[src/hw/rtl/vurw_pkg.sv]
// Types and constants of the VRAM upload RLE writer
package vurw_pkg;

   localparam int VRAM_ADDR_BITS = 17;
   localparam int LEN_BITS       = 16;
   localparam int SIZE_BITS      = 18;

   localparam logic [LEN_BITS-1:0] HDR_BYTES     = LEN_BITS'(9);
   localparam logic [7:0]          LITERAL_TOKEN = 8'h00;

   // CSR map: one 32-bit register per word
   localparam int         CSR_ADDR_BITS  = 3;
   localparam logic [0:0] CSR_IDX_SIZE   = 1'b0;
   localparam logic [0:0] CSR_IDX_READY  = 1'b1;

   // Request tdata: data_byte, payload_len
   localparam int REQ_FIELD_W = 8 + LEN_BITS;
   localparam int REQ_DATA_W  = ((REQ_FIELD_W + 7) / 8) * 8;

   typedef enum logic [2:0] {
      PH_HEADER  = 3'd0,
      PH_RAW     = 3'd1,
      PH_TOKEN   = 3'd2,
      PH_VALUE   = 3'd3,
      PH_LITLEN  = 3'd4,
      PH_LITERAL = 3'd5,
      PH_IGNORE  = 3'd6
   } phase_type;

   typedef enum logic [1:0] {
      ST_OK      = 2'd0,
      ST_INVALID = 2'd1,
      ST_FULL    = 2'd2
   } status_type;

   // Result fields, last field in the lowest bits
   typedef struct packed {
      logic [SIZE_BITS-1:0]      free_bytes;
      logic [SIZE_BITS-1:0]      used_bytes;
      status_type                status;
      logic [7:0]                write_repeat;
      logic [7:0]                write_value;
      logic [VRAM_ADDR_BITS-1:0] write_address;
      logic                      write_valid;
   } rsp_fields_type;

   typedef struct packed {
      logic           last;
      rsp_fields_type fields;
   } rsp_item_type;

   localparam int RSP_FIELD_W    = $bits(rsp_fields_type);
   localparam int RSP_DATA_W     = ((RSP_FIELD_W + 7) / 8) * 8;
   localparam int RSP_VALUE_LSB  = VRAM_ADDR_BITS + 1;
   localparam int RSP_REPEAT_LSB = VRAM_ADDR_BITS + 9;
   localparam int RSP_STATUS_LSB = VRAM_ADDR_BITS + 17;

endpackage

[src/hw/rtl/vram_upload_rle_writer_core.sv]
// VRAM upload writer: header parse, raw copy and RLE decode into write bursts
//
// Takes an upload packet one byte per req transfer (payload_len rides along
// with every byte) and returns exactly one rsp transfer per byte. The first
// nine bytes form the header: offset (LE32), count (LE32) and a mode byte
// (nonzero = RLE). After it, each byte yields at most one burst descriptor
// (address, value, repeat), clipped to count bytes. In RLE a nonzero token
// repeats the next byte; a zero token is followed by a length n and n
// literal bytes. The packet's last byte carries tlast and the status
// (ok / invalid parameter / VRAM full) plus the high-water mark and the free
// space. Throughput is one byte per cycle while req_tready is high: decode is
// combinational logic from the packet state registers into the result register,
// and a two-entry result buffer (result register plus skid entry) keeps
// req_tready high while one result waits. The user must write vram_size and
// vram_ready via the CSR port only while idle; the block does not enforce it.
module vram_upload_rle_writer_core import vurw_pkg::*; (
   input  logic                     clock,
   input  logic                     reset,
   // Byte stream in
   input  logic                     req_tvalid,
   output logic                     req_tready,
   input  logic [REQ_DATA_W-1:0]    req_tdata,   // data_byte, payload_len
   // Burst descriptors and status out
   output logic                     rsp_tvalid,
   input  logic                     rsp_tready,
   output logic [RSP_DATA_W-1:0]    rsp_tdata,   // write_valid, write_address,
                                                 // write_value, write_repeat,
                                                 // status, used_bytes,
                                                 // free_bytes
   output logic                     rsp_tlast,   // done_res
   // CSR port
   input  logic                     csr_psel,
   input  logic                     csr_penable,
   input  logic                     csr_pwrite,
   input  logic [CSR_ADDR_BITS-1:0] csr_paddr,
   input  logic [31:0]              csr_pwdata,
   output logic [31:0]              csr_prdata,
   output logic                     csr_pready
);

   // ---------------- configuration registers ----------------
   logic [SIZE_BITS-1:0] vram_size_ff;
   logic                 vram_ready_ff;
   logic                 csr_wr;
   logic [0:0]           csr_idx;

   assign csr_pready = 1'b1;
   assign csr_idx    = csr_paddr[2];
   assign csr_wr     = csr_psel & csr_penable & csr_pwrite & csr_pready;

   always_ff @(posedge clock) begin
      if (reset) begin
         vram_size_ff  <= '0;
         vram_ready_ff <= 1'b0;
      end else if (csr_wr) begin
         unique case (csr_idx)
            CSR_IDX_SIZE:  vram_size_ff  <= csr_pwdata[SIZE_BITS-1:0];
            CSR_IDX_READY: vram_ready_ff <= csr_pwdata[0];
            default: ;
         endcase
      end
   end

   always_comb begin
      unique case (csr_idx)
         CSR_IDX_SIZE:  csr_prdata = 32'(vram_size_ff);
         CSR_IDX_READY: csr_prdata = 32'(vram_ready_ff);
         default:       csr_prdata = '0;
      endcase
   end

   // ---------------- packet state ----------------
   logic [LEN_BITS-1:0]  byte_index_ff,    byte_index_in;
   logic [31:0]          hdr_offset_ff,    hdr_offset_in;
   logic [31:0]          hdr_count_ff,     hdr_count_in;
   logic                 rle_mode_ff,      rle_mode_in;
   phase_type            phase_ff,         phase_in;
   logic [7:0]           run_token_ff,     run_token_in;
   logic [7:0]           literal_left_ff,  literal_left_in;
   logic [SIZE_BITS-1:0] dest_pos_ff,      dest_pos_in;
   status_type           pending_err_ff,   pending_err_in;
   logic [SIZE_BITS-1:0] high_water_ff,    high_water_in;

   logic                 req_fire;
   logic [7:0]           data_byte;
   logic [LEN_BITS-1:0]  payload_len;

   assign data_byte   = req_tdata[7:0];
   assign payload_len = req_tdata[8 +: LEN_BITS];

   // decode scratch
   logic                 emit;
   logic [7:0]           emit_value;
   logic [7:0]           emit_reps;
   logic [32:0]          hdr_top;        // offset + count, no wrap
   logic [LEN_BITS-1:0]  data_len;
   logic [31:0]          count_left;
   logic [31:0]          addr_sum;
   logic                 last_byte;
   logic [32:0]          final_top;
   status_type           done_status;
   rsp_item_type         rsp_new;

   always_comb begin
      byte_index_in   = byte_index_ff;
      hdr_offset_in   = hdr_offset_ff;
      hdr_count_in    = hdr_count_ff;
      rle_mode_in     = rle_mode_ff;
      phase_in        = phase_ff;
      run_token_in    = run_token_ff;
      literal_left_in = literal_left_ff;
      dest_pos_in     = dest_pos_ff;
      pending_err_in  = pending_err_ff;
      high_water_in   = high_water_ff;
      emit            = 1'b0;
      emit_value      = data_byte;
      emit_reps       = 8'd1;
      done_status     = ST_OK;

      hdr_top    = {1'b0, hdr_offset_ff} + {1'b0, hdr_count_ff};
      data_len   = payload_len - HDR_BYTES;
      count_left = hdr_count_ff - 32'(dest_pos_ff);
      addr_sum   = hdr_offset_ff + 32'(dest_pos_ff);

      unique case (phase_ff)
         PH_HEADER: begin
            // header bytes land in zeroed registers, so OR-in acts as a load
            priority if (byte_index_ff < LEN_BITS'(4)) begin
               hdr_offset_in = hdr_offset_ff |
                               (32'(data_byte) << {byte_index_ff[1:0], 3'b000});
            end else if (byte_index_ff < LEN_BITS'(8)) begin
               hdr_count_in = hdr_count_ff |
                              (32'(data_byte) << {byte_index_ff[1:0], 3'b000});
            end else begin
               rle_mode_in = (data_byte != 8'h00);
               dest_pos_in = '0;
               priority if (payload_len < HDR_BYTES || !vram_ready_ff)
                  pending_err_in = ST_INVALID;
               else if (hdr_top > 33'(vram_size_ff))
                  pending_err_in = ST_FULL;
               else if (!rle_mode_in && 32'(data_len) < hdr_count_ff)
                  pending_err_in = ST_INVALID;
               else
                  pending_err_in = pending_err_ff;
               if (pending_err_in != ST_OK)  phase_in = PH_IGNORE;
               else if (rle_mode_in)        phase_in = PH_TOKEN;
               else                         phase_in = PH_RAW;
            end
         end
         PH_RAW: begin
            if (32'(dest_pos_ff) < hdr_count_ff) emit = 1'b1;
         end
         PH_TOKEN: begin
            priority if (32'(dest_pos_ff) >= hdr_count_ff) begin
               phase_in = PH_IGNORE;
            end else if (data_byte == LITERAL_TOKEN) begin
               phase_in = PH_LITLEN;
            end else begin
               run_token_in = data_byte;
               phase_in     = PH_VALUE;
            end
         end
         PH_VALUE: begin
            // run clipped to what is left of count
            emit      = 1'b1;
            emit_reps = (32'(run_token_ff) < count_left) ? run_token_ff
                                                         : count_left[7:0];
            phase_in  = PH_TOKEN;
         end
         PH_LITLEN: begin
            literal_left_in = data_byte;
            phase_in        = (data_byte != 8'h00) ? PH_LITERAL : PH_TOKEN;
         end
         PH_LITERAL: begin
            if (32'(dest_pos_ff) >= hdr_count_ff) begin
               phase_in = PH_IGNORE;
            end else begin
               emit            = 1'b1;
               literal_left_in = literal_left_ff - 8'd1;
               if (literal_left_in == 8'd0) phase_in = PH_TOKEN;
            end
         end
         default: ;   // PH_IGNORE and unused codes: swallow the byte
      endcase

      if (emit) dest_pos_in = dest_pos_ff + SIZE_BITS'(emit_reps);

      last_byte = ({1'b0, byte_index_ff} + 1'b1) >= {1'b0, payload_len};
      final_top = {1'b0, hdr_offset_in} + {1'b0, hdr_count_in};

      if (last_byte) begin
         priority if (pending_err_in != ST_OK) begin
            done_status = pending_err_in;
         end else if (phase_in == PH_HEADER) begin
            done_status = ST_INVALID;     // packet shorter than header
         end else if (rle_mode_in && 32'(dest_pos_in) < hdr_count_in) begin
            done_status = ST_INVALID;     // RLE stream ran dry
         end else begin
            done_status = ST_OK;
            if (final_top > 33'(high_water_ff))
               high_water_in = final_top[SIZE_BITS-1:0];
         end
         byte_index_in   = '0;
         hdr_offset_in   = '0;
         hdr_count_in    = '0;
         rle_mode_in     = 1'b0;
         phase_in        = PH_HEADER;
         run_token_in    = '0;
         literal_left_in = '0;
         dest_pos_in     = '0;
         pending_err_in  = ST_OK;
      end else begin
         byte_index_in = byte_index_ff + 1'b1;
      end

      rsp_new.last                 = last_byte;
      rsp_new.fields.write_valid   = emit;
      rsp_new.fields.write_address = emit ? addr_sum[VRAM_ADDR_BITS-1:0] : '0;
      rsp_new.fields.write_value   = emit ? emit_value : 8'h00;
      rsp_new.fields.write_repeat  = emit ? emit_reps : 8'h00;
      rsp_new.fields.status        = done_status;
      rsp_new.fields.used_bytes    = high_water_in;
      rsp_new.fields.free_bytes    = (vram_size_ff > high_water_in) ?
                                     (vram_size_ff - high_water_in) : '0;
   end

   always_ff @(posedge clock) begin
      if (reset) begin
         byte_index_ff   <= '0;
         hdr_offset_ff   <= '0;
         hdr_count_ff    <= '0;
         rle_mode_ff     <= 1'b0;
         phase_ff        <= PH_HEADER;
         run_token_ff    <= '0;
         literal_left_ff <= '0;
         dest_pos_ff     <= '0;
         pending_err_ff  <= ST_OK;
         high_water_ff   <= '0;
      end else if (req_fire) begin
         byte_index_ff   <= byte_index_in;
         hdr_offset_ff   <= hdr_offset_in;
         hdr_count_ff    <= hdr_count_in;
         rle_mode_ff     <= rle_mode_in;
         phase_ff        <= phase_in;
         run_token_ff    <= run_token_in;
         literal_left_ff <= literal_left_in;
         dest_pos_ff     <= dest_pos_in;
         pending_err_ff  <= pending_err_in;
         high_water_ff   <= high_water_in;
      end
   end

   // ---------------- result buffer: main register + skid entry ----------------
   rsp_item_type main_ff, main_in;
   rsp_item_type skid_ff, skid_in;
   logic         main_valid_ff, main_valid_in;
   logic         skid_valid_ff, skid_valid_in;
   logic         rsp_pop;

   assign req_tready = ~skid_valid_ff;
   assign req_fire   = req_tvalid & req_tready;
   assign rsp_pop    = main_valid_ff & rsp_tready;

   always_comb begin
      main_in       = main_ff;
      skid_in       = skid_ff;
      main_valid_in = main_valid_ff;
      skid_valid_in = skid_valid_ff;
      if (skid_valid_ff) begin
         // input is stalled here; drain skid into main once main moves
         if (rsp_pop) begin
            main_in       = skid_ff;
            skid_valid_in = 1'b0;
         end
      end else begin
         if (req_fire) begin
            if (!main_valid_ff || rsp_pop) begin
               main_in       = rsp_new;
               main_valid_in = 1'b1;
            end else begin
               skid_in       = rsp_new;
               skid_valid_in = 1'b1;
            end
         end else if (rsp_pop) begin
            main_valid_in = 1'b0;
         end
      end
   end

   always_ff @(posedge clock) begin
      if (reset) begin
         main_valid_ff <= 1'b0;
         skid_valid_ff <= 1'b0;
      end else begin
         main_valid_ff <= main_valid_in;
         skid_valid_ff <= skid_valid_in;
      end
   end

   always_ff @(posedge clock) begin
      main_ff <= main_in;
      skid_ff <= skid_in;
   end

   assign rsp_tvalid = main_valid_ff;
   assign rsp_tlast  = main_ff.last;
   assign rsp_tdata  = RSP_DATA_W'(main_ff.fields);

endmodule

[config.mk]
export PLATFORM = sky130hd
export DESIGN_NAME = vram_upload_rle_writer_core
export DESIGN_NICKNAME = d
export VERILOG_FILES = /design/src/hw/rtl/vurw_pkg.sv /design/src/hw/rtl/vram_upload_rle_writer_core.sv
export SDC_FILE = /design/constraint.sdc
export NUM_CORES = 1
export LEC_CHECK = 0
export BUFFER_PORTS_ARGS = -buffer_cell sky130_fd_sc_hd__buf_2
export CAP_MARGIN = 5
export CORE_ASPECT_RATIO = 0.7
export CORE_MARGIN = 2
export CORE_UTILIZATION = 48
export CTS_BUF_LIST = sky130_fd_sc_hd__clkbuf_4 sky130_fd_sc_hd__clkbuf_8
export CTS_CLUSTER_DIAMETER = 150
export DETAILED_ROUTE_END_ITERATION = 7
export GPL_ROUTABILITY_DRIVEN = 0
export HOLD_SLACK_MARGIN = 0.06
export PLACE_DENSITY = 0.66
export SLEW_MARGIN = 20
export SYNTH_ARGS = -nofsm -noshare
export SYNTH_HDL_FRONTEND = slang
export SYNTH_SLANG_ARGS = --single-unit
[constraint.sdc]
create_clock -name clock -period 27.4 [get_ports clock]
set_input_delay 5.48 -clock clock [delete_from_list [all_inputs] [get_ports clock]]
set_output_delay 5.48 -clock clock [all_outputs]
set_load 0.03 [all_outputs]
==> flow_summary.toml, run 1 <==
[synthesis]
synth_flop_cell = "dfxtp_1"
synth_top_family_by_area = "compound AO/OA/AOI/OAI gates"
netlist_instances = 2747
yosysTopAreaCellShare_pct = 18.9
synth-edff-count = 146
yosysWarnings = 0
synth_area_leaders = "edfxtp_1 19%, dfxtp_1 14%, ha_1 12%"
synthTopCellsByCount = "290 x nand2_1, 265 x nor2_1, 220 x ha_1"
synth_seq_area_share_pct = 32.7
yosys.area_share.simple_pct = 19.6
async_flop_share_pct = 0
synth-xor-area-share_pct = 4.35
yosysTopAreaCell = "edfxtp_1"
synthMuxAreaShare_pct = 3.64
synth.distinct_cells = 98
synth.ff_latch_count = 305
avgSynthCellArea_um2 = 8.42
syn-cell-area_mm2 = 0.0231
yosysMostFrequentCell = "nand2_1"
synth-compound-area-share_pct = 21.7
synthAdderAreaFrac_pct = 12.4

[sta]
min_period_ns = 15.74
max_slew.worst_pin.slew_ns = 1.09
rsz0062_at_grt = "false"
max_freq_mhz = 63.5
tns_ns = 0
fin_worst_skew_ns = 0.0391
setup-violations-final = 0
max_slew_margin_pct = 27.3
hold_slack_ns = 0.479
hold_violations = 0
finalCritPeriodShare_pct = 57.5
drv_slew = 0

[floorplan]
die_area_mm2 = 0.0500
die_y_um = 188
coreArea_mm2 = 0.0477
start_util_pct = 48.5
placement_rows = 67
ioPinCount = 174
die_w_um = 266

[setup_path]
critPathSlowestCell = "nand3_2"
crit_type = "in -> reg"
cp_max_fo = 31
cp.arrival_ns = 16.13
required_ns = 27.79
startpoint_type = "primary input"
cpPeakStageDelay_ns = 0.75
worstSetupEndpointType = "flip-flop"
cp_common_cell = "a21oi_1"

[clock_network]
cts_made_buffers = 51
clkTransAtPathRegs_ns = 0.07
cts_tree = "done"
clockBufferDepth = 3
hold_buffers = 0
clockRootBuffer = "clkbuf_8"
post_cts.repair.setup_buffers = 0
cts_resized = 0
htreeDepth = 2
clock_sink_count = 305
clock_latency_ns = 0.64

[cells_and_area]
syn2layout_area_growth_pct = 9.43
final_area_mm2 = 0.0253
utilization_pct = 53.1
nets = 3122
n_antenna_cell = 0
drive_gt1_share_pct = 11.8

[route]
via_per_inst = 6.20
drcViolationCount = 0
totalWireLength_mm = 74.4
vias = 21700
first_iter_violations = 2680
firstDrtPassIters = 7
wire_per_inst_um = 21.3
antenna_left = 0

[global_route]
grt_first_pass_wirelength_mm = 114
gr-usage-met1_pct = 43.2
grt-ovfl-total = 0
use_met2_pct = 40.5
grt_max_degree = 83
antenna_found_initial = 2
top_usage_layer = "met1"
grt_usage_pct = 28.8
grt_use_met3_pct = 6.43
grt_pass1_vias = 19700

[run]
max_cap_viol_count = 0

[power_and_ir_drop]
power_density_mw_per_mm2 = 46.3
p_leak_nw = 11.1
power_mw = 1.17
max-vdd-ir-drop_v = 0.0000271

[place]
port_buffers = 142
post-dp-hpwl_mm = 55.4
place_area_mm2 = 0.0242

[outcome]
outcome = "completed"

[hold_path]
min_path_type = "reg -> reg"
==> placed cells by master, fill, tap and decap left out, drive strengths merged, types with 17 or more instances in the layout <==
cell    synthesis  routed
nor3           61      61
a21o          107     107
a22oi          23      23
buf            34     168
dfxtp         159     159
a211oi         42      42
or3            25      25
mux2i          38      38
nor2b          21      21
inv           165     166
o21a           25      25
mux2           41      41
a31oi          62      62
clkinv          1      19
nor2          265     265
clkbuf        117      74
xnor2          74      74
o21ai         116     116
nand4          49      49
nand2         290     290
nor4           26      26
ha            220     220
a21oi         208     208
and3           37      37
and2           31      31
o21bai         17      17
edfxtp        146     146
o31ai          45      45
nand3          62      62
xor2           41      41
o211ai         17      17
==> routing by layer <==
metal  routed length (um)  vias to the layer above
li1                     -                    10200
met1                34100                    10200
met2                29900                     1051
met3                 8080                      186
met4                 2390                        2
met5                    5                        -
==> logic make-up (layout without fill, tap and decap cells) <==
kind of cell    Yosys count  after routing
compound gates          758            758
xor+xnor                115            115
fa+ha+maj               226            226
buf+inv                 317            429
flops                   305            305
mux                      79             79
other cells               2             15
simple gates            945            945
==> area by class of cell <==
class / count / area (um^2)
multi-input combinational: 2138 / 14400
fill: 4421 / 22400
tap: 621 / 777
inverter: 166 / 623
clock buffer: 74 / 906
clock inverter: 21 / 168
sequential: 305 / 7570
timing repair buffer: 168 / 906
==> state kept, by name, summed over array words and instances (netlist names) <==
signal and cells:
skid_ff 73, rsp_tdata 72, hdr_count_ff 32, hdr_offset_ff 32, dest_pos_ff 18, high_water_ff 18
vram_size_ff 18, byte_index_ff 16, literal_left_ff 8, run_token_ff 8, phase_ff 3, pending_err_ff 2
rle_mode_ff 1, rsp_tlast 1, rsp_tvalid 1, skid_valid_ff 1, vram_ready_ff 1
==> where the power goes <==
group	leakage, nW	internal [mW]	switching [mW]
Sequential	2.66	0.495	0.00988
Combinational	7.90	0.0706	0.159
Clock	0.577	0.233	0.205
Total	11.1	0.798	0.373
==> worst max-delay path: cells and delay by family <==
kind	cells	cell delay, ns
and+or+nand+nor	5	2.44
xor gates and xnor gates	1	0.21
adders and majority gates	4	1.22
buffers and inverters	5	1.09
muxes	2	0.66
AOI/OAI and AO/OA	20	4.99
==> stage by stage <==
step / setup WS [ns] / std cells
2_1_floorplan: 13.66 / 2760
3_3_place_gp: 11.53 / 3398
3_5_place_dp: 11.32 / 3398
4_1_cts: 11.96 / 3493
5_1_grt: 10.97 / 3493
6_report: 11.66 / 3493
==> path summary, 6_finish.rpt <==
| check | startpoint | endpoint | slack, ns | depth (start not counted) |
|---|---|---|---|---|
| setup / recovery | req_tdata[1] | rsp_tdata[63]$_DFFE_PP_ | 11.66 | 37 |
| hold / removal | vram_size_ff[8]$_SDFFE_PP0P_ | vram_size_ff[8]$_SDFFE_PP0P_ | 0.48 | 2 |
| setup reg to reg | dest_pos_ff[1]$_SDFFE_PP0P_ | rsp_tdata[63]$_DFFE_PP_ | 12.27 | 57 |
| hold reg to reg | vram_size_ff[8]$_SDFFE_PP0P_ | vram_size_ff[8]$_SDFFE_PP0P_ | 0.48 | 2 |
Note: power is estimated with default switching activity, not from simulation.
==> inputs of run 2 (changes only) <==
Settings changed: PLACE_DENSITY 0.66 to 0.68.
Clock period 27.4 ns to 13.23 ns, I/O delays scaled along.
==> flow_summary.toml, run 2 (synthesis gave the netlist of run 1 again) <==
[power_and_ir_drop]
p_leak_nw = 11.2
clkPwrFrac_pct = 37.5
max-vdd-ir-drop_v = 0.0000735
sw_frac_of_total_pct = 31.8
power_density_mw_per_mm2 = 96.1
p_seq_share_pct = 42.7
comb_power_share_pct = 19.8
p_sw_mw = 0.778
p_int_mw = 1.67

[outcome]
outcome = "completed"

[floorplan]
die_w_um = 266
placement_rows = 67
start_util_pct = 48.5
die_area_mm2 = 0.0500
ioPinCount = 174
coreArea_mm2 = 0.0477
die_y_um = 188

[sta]
min_period_ns = 12.68
max_freq_mhz = 78.9
finalCritPeriodShare_pct = 95.8
max_slew_margin_pct = 23.7
rsz0062_at_grt = "false"
max_slew.worst_pin.slew_ns = 1.13
hold_violations = 0
drv_slew = 0
setup-violations-final = 0
tns_ns = 0
fin_worst_skew_ns = 0.0334
setup_ws_ns = 0.553

[global_route]
grt_first_pass_wirelength_mm = 114
grt_max_degree = 85
grt_pass1_vias = 20100
antenna_found_initial = 1
grt_usage_pct = 29.0
grt-ovfl-total = 0

[setup_path]
cpPeakStageDelay_ns = 0.61
cp_common_cell = "a21oi_1"
crit_family = "compound AO/OA/AOI/OAI gates"
required_ns = 13.60
startpoint_type = "flip-flop"
crit_type = "reg -> reg"
cp_max_fo = 8
cp.arrival_ns = 13.05
path_buf_inv = 6
critPathSlowestCell = "or4_1"
worstSetupEndpointType = "flip-flop"
rrSetupSlack_ns = 0.55

[route]
drcViolationCount = 0
vias = 21800
via_per_inst = 6.21
first_iter_violations = 2755
antenna_left = 0
firstDrtPassIters = 6
totalWireLength_mm = 74.9
wire_per_inst_um = 21.3

[cells_and_area]
final_common_cell = "nand2_1"
largest_reg_flops = 73
most-common-layout-cells = "289 x nand2_1, 264 x nor2_1, 220 x ha_1, 207 x a21oi_1, 164 x inv_1"
drive_gt1_share_pct = 12.5
syn2layout_area_growth_pct = 10.1
nets = 3138
final.fill_count = 4454
top_register = "skid_ff"

[run]
max_cap_viol_count = 0

[clock_network]
clock_latency_ns = 0.64
cts_tree = "done"
clockRootBuffer = "clkbuf_8"
clkTransAtPathRegs_ns = 0.07
clockBufferDepth = 3
htreeDepth = 2
cts_made_buffers = 51
clock_sink_count = 305
hold_buffers = 0

[hold_path]
min_path_type = "reg -> reg"

[place]
port_buffers = 142
post-dp-hpwl_mm = 56.1
place_ws_ns = 0.572
## run 2: routing by layer
layer | GRT usage [%] | wire length [um]
met3 | 9.17 | 8990
met2 | 39.9 | 29900
met1 | 42.1 | 33400
met5 | 0 | 0
met4 | 10.1 | 2620
## run 2: worst paths after layout
path                                                     from                            end  depth (start not counted)
worst max-delay path             hdr_count_ff[1]$_SDFFE_PP0P_        rsp_tdata[65]$_DFFE_PP_                         53
worst min-delay path            vram_size_ff[10]$_SDFFE_PP0P_  vram_size_ff[10]$_SDFFE_PP0P_                          2
worst min register to register  vram_size_ff[10]$_SDFFE_PP0P_  vram_size_ff[10]$_SDFFE_PP0P_                          2
worst max register to register   hdr_count_ff[1]$_SDFFE_PP0P_        rsp_tdata[65]$_DFFE_PP_                         53
## run 2: area by class of cell
cell class              count  area [um^2]  share of cell area (%)
diodes                      1         2.50                 0.00982
clock buffers              76          927                    3.64
clock inverters            19          163                   0.638
inverters                 166          623                    2.45
multi-input cells        2138        14400                    56.5
flip-flops and latches    305         7570                    29.7
well taps                 621          777                    3.05
repair buffers            184         1030                    4.03
## run 2: what timing repair did
item	4_1_cts	5_1_grt
buffers inserted	0	0
resized for setup	0	4
setup endpoints to repair	0	36
## run 2: through the flow
step	hold WS (ns)	power [mW]	area (um^2)	instances	util, %
finish	0.479	2.45	25500	3510	53.4
global route	0.505	2.53	25500	3509	53.4
CTS	0.478	2.45	25500	3509	53.4
detailed placement	0.469	1.53	24400	3414	51.1
global placement	0.458	1.52	24400	3414	51.1
floorplan	0.448	1.39	23200	2760	-
## run 2: worst reg2reg max path, delay by kind of cell (launching register included)
| kind | cells | cell delay [ns] |
|---|---|---|
| compound gates | 24 | 5.11 |
| flops | 1 | 0.53 |
| fa+ha+maj | 6 | 1.97 |
| mux | 4 | 1.22 |
| buf+inv | 6 | 0.82 |
| simple gates | 13 | 2.79 |
## run 2: power by group through the flow
stage	Sequential [mW]	Combinational [mW]	Clock (mW)
after detailed placement	1.06	0.468	0
after global placement	1.06	0.457	0
final	1.04	0.484	0.919
after CTS	1.04	0.470	0.932
after floorplan	1.10	0.285	0
after global routing	1.05	0.517	0.970
